## config.mk

```make
export PLATFORM = sky130hd
export DESIGN_NAME = abp_axis_cmp
export DESIGN_NICKNAME = d
export VERILOG_FILES = /design/src/sv/aabb_broadphase_table_assert.svh /design/src/sv/abp_pkg.sv /design/src/sv/abp_axis_cmp.sv
export SDC_FILE = /design/constraint.sdc
export NUM_CORES = 1
export LEC_CHECK = 0
export ABC_CLOCK_PERIOD_IN_PS = 5400
export BUFFER_PORTS_ARGS = -buffer_cell sky130_fd_sc_hd__buf_2
export CORE_AREA = 2 2 151 153
export DETAILED_ROUTE_END_ITERATION = 10
export DIE_AREA = 0 0 153 155
export PLACE_DENSITY_LB_ADDON = 0.15
export SLEW_MARGIN = 40
export SYNTH_ARGS = -nofsm -noshare
export SYNTH_HDL_FRONTEND = slang
export SYNTH_SLANG_ARGS = --single-unit
```

## constraint.sdc

```tcl
create_clock -name vclk -period 5.4
set_clock_uncertainty 0.1 [all_clocks]
set_input_delay 1.08 -clock vclk [all_inputs]
set_output_delay 1.08 -clock vclk [all_outputs]
set_load 0.02 [all_outputs]
```

## src/sv/aabb_broadphase_table_assert.svh

```systemverilog
// Assertion macros for the broadphase table.
`ifndef AABB_BROADPHASE_TABLE_ASSERT_SVH
`define AABB_BROADPHASE_TABLE_ASSERT_SVH

// Same-cycle implication, checked outside reset.
`define ABP_CHECK_NOW(label, ante, cons, msg) \
  label: assert property (@(posedge clk) disable iff (rst) (ante) |-> (cons)) \
    else $error(msg);

// Next-cycle implication, checked outside reset.
`define ABP_CHECK_NEXT(label, ante, cons, msg) \
  label: assert property (@(posedge clk) disable iff (rst) (ante) |=> (cons)) \
    else $error(msg);

`endif

```

## src/sv/abp_pkg.sv

```systemverilog
package abp_pkg;

  // Table size and derived widths
  localparam int CAPACITY = 256;
  localparam int ADDR_W   = $clog2(CAPACITY);
  localparam int CNT_W    = $clog2(CAPACITY + 1);
  localparam int ID_W     = 32;
  localparam int BND_W    = 32;
  localparam int AXES     = 3;
  localparam int AXIS_W   = $clog2(AXES);

  // Action codes
  typedef enum logic [1:0] {
    ACT_INSERT = 2'd0,
    ACT_REMOVE = 2'd1,
    ACT_QUERY  = 2'd2
  } act_t;

  // Status codes
  typedef enum logic [1:0] {
    ST_DONE = 2'd0,
    ST_FULL = 2'd1,
    ST_MISS = 2'd2
  } status_t;

  // Box bounds per axis, index 0 = x, 1 = y, 2 = z
  typedef struct packed {
    logic [AXES-1:0][BND_W-1:0] lo;
    logic [AXES-1:0][BND_W-1:0] hi;
  } box_t;

  // One table entry as stored in memory
  typedef struct packed {
    logic [ID_W-1:0] id;
    box_t            box;
  } entry_t;

endpackage

```

## src/sv/abp_axis_cmp.sv

```systemverilog
module abp_axis_cmp (
  input  abp_pkg::box_t              box_a,
  input  abp_pkg::box_t              box_b,
  input  logic [abp_pkg::AXIS_W-1:0] axis,
  output logic                       apart
);

  logic signed [abp_pkg::BND_W-1:0] lo_a;
  logic signed [abp_pkg::BND_W-1:0] hi_a;
  logic signed [abp_pkg::BND_W-1:0] lo_b;
  logic signed [abp_pkg::BND_W-1:0] hi_b;

  // Pick one axis; touching faces are not apart
  always_comb begin
    lo_a  = $signed(box_a.lo[axis]);
    hi_a  = $signed(box_a.hi[axis]);
    lo_b  = $signed(box_b.lo[axis]);
    hi_b  = $signed(box_b.hi[axis]);
    apart = (hi_a < lo_b) || (lo_a > hi_b);
  end

endmodule

```

==> reports/results.txt <==
status - complete, no violations
Ports - 387
mapped cell area - 0.003984 sq mm
met1 usage - 0.1772
core area - 0.02223 sq mm
M2 GR Usage - 0.2778
Die W - 153 um
CP Class - input pin to output port
Die ar. - 0.02372 sq mm
GR Overflow Total - 0
Antenna Nets Post-Route - 0
vias in the first global route - 5,489
final setup violation count - 0
drt first pass iters - 4
buffers and inverters on the worst path - 4
Hold/Removal Path Class - input pin to output port
Reg area - 0 sq um
Nets - 1,398
met3 GRT Util - 0.01142
count leader, synth - mux2i_1
port bufs - 387
largest net degree at the start of global routing - 100
max-cap viol count - 0
gr usage total - 0.1417
initial antenna violation count - 0
setup TNS - 0 ns
Slowest Stage Delay on Critical Path - 0.34 ns
CP Capture Type - output port
GP Congestion - 0.7721
Synth area leader - mux2i_1
net count after synthesis - 1,036
via/cell ratio - 4.416
CP Capture Point - apart
cells after synthesis - 587
RSZ-0062 raised after global routing - no
CP startpoint - axis[1]
Fmax achieved - 196.1 MHz
Routed WL - 18,290 um
crit start category - input pin
Final Hold Viols - 0
sequential share of the synthesized area - 0
fin. max-slew vios - 0
leak pwr - 3.454 nW
Seq cells - 0
area grow syn2layout - 57.91%
Pwr Total - 0.0005229 W
period utilisation layout - 0.9442
post_cts resized - 0
synth top area cells - mux2i_1 (32%), ha_1 (20%), a21oi_1 (11%)
row cnt - 55
Max transition margin - 0.7157
synth unique cells - 41
gr busiest metal - met2
initial detailed-routing violation count - 176
Worst path depth - 13
DRC - 0
CLK BUF - 0
vias post-DR - 5,440
first-pass GRT wire length - 27,720 um
dpl hpwl - 16,040 um
cell mode on critical path - buf_4
yosys warns - 0
CTS Hold Bufs - 0
Diodes inserted - 0
syn_area_per_cell - 6.787 sq um
post-CTS setup buffers - 0
critical path data required time - 4.22 ns
CP Data Arrival Time - 3.92 ns
critical-path cell list - buf_6 > buf_4 > mux2i_1 > o21ai_0 > ha_1 > nand4_2 > nor4_2 > a21bo_1 > o211a_1 > o2111ai_1 > o2bb2ai_1 > buf_4 > buf_2
Starting Density - 0.1792
post-DR wirelength/cell - 14.85 um
Crit path max-delay family - compound AO/OA/AOI/OAI gates
Least-Margin Pin Slew - 0.4265 ns
pwr/cell area - 83.13 mW/mm^2
Critical Path Slowest Stage Cell - ha_1
Post-synth top cells - mux2i_1 (126), a21oi_1 (84), nand2_1 (81), nor2_1 (68), o21ai_0 (68)
share of cells above drive strength 1 - 0.4329
Chip Height - 155 um
crit path time final - 5.099 ns
CP Max Fanout - 29
Peak VDD IR - 0.03056 mV
post-synth top area share - 0.3166
[power breakdown]
| part | internal (W) | switching [W] |
|---|---|---|
| Combinational | 0.000265 | 0.000258 |
| Clock | 0 | 0 |
| Sequential | 0 | 0 |
| Total | 0.000265 | 0.000258 |
[final cells by class]
class | instances | area, sq um
multi-input cells | 542 | 3790
well taps | 285 | 356.6
repair buffers | 402 | 2133
inverters | 3 | 11.26
fillers | 2534 | 15940
[logic make-up after synthesis]
kind of cell	count (synthesis)	synth area share
simple gates	175	0.1913
fa+ha+maj	63	0.1979
compound gates	178	0.2437
mux	126	0.3166
buf+inv	45	0.05057
[per-stage QoR]
step / hold slack [ns] / std cells / cell area, sq um / util / setup WS (ns)
2_1_floorplan: 2.583 / 587 / 3984 / - / 0.8893
3_3_place_gp: 3.019 / 1232 / 6291 / 0.2830 / 0.2607
3_5_place_dp: 3.038 / 1232 / 6291 / 0.2830 / 0.2456
4_1_cts: 3.033 / 1232 / 6291 / 0.2830 / 0.2114
5_1_grt: 3.065 / 1232 / 6291 / 0.2830 / 0.05049
6_report: 3.003 / 1232 / 6291 / 0.2830 / 0.3012
[how the worst min path moves through the flow]
stage	cells past startpoint	slack, ns	end	from
floorplan	6	2.58	apart	box_a[43]
global route	9	3.07	apart	box_b[159]
detailed placement	9	3.04	apart	box_b[159]
global placement	9	3.02	apart	box_b[159]
CTS	9	3.03	apart	box_b[159]
finish	9	3.00	apart	box_b[159]
[cells in the final DEF (no fill, tap or decap), types with 5 or more instances in the layout]
master / count
buf_2: 385
buf_4: 10
o21ai_0: 68
nand2_1: 81
nand4_1: 9
mux2i_1: 126
a21oi_1: 84
buf_12: 6
nor2_1: 68
a21o_1: 5
ha_1: 63
[routing by layer]
metal  share of wire  wire, um
met5               0         0
met4          0.0026        48
met3           0.053       977
met2            0.52      9548
met1            0.42      7718
Note: power is estimated with default switching activity, not from simulation.
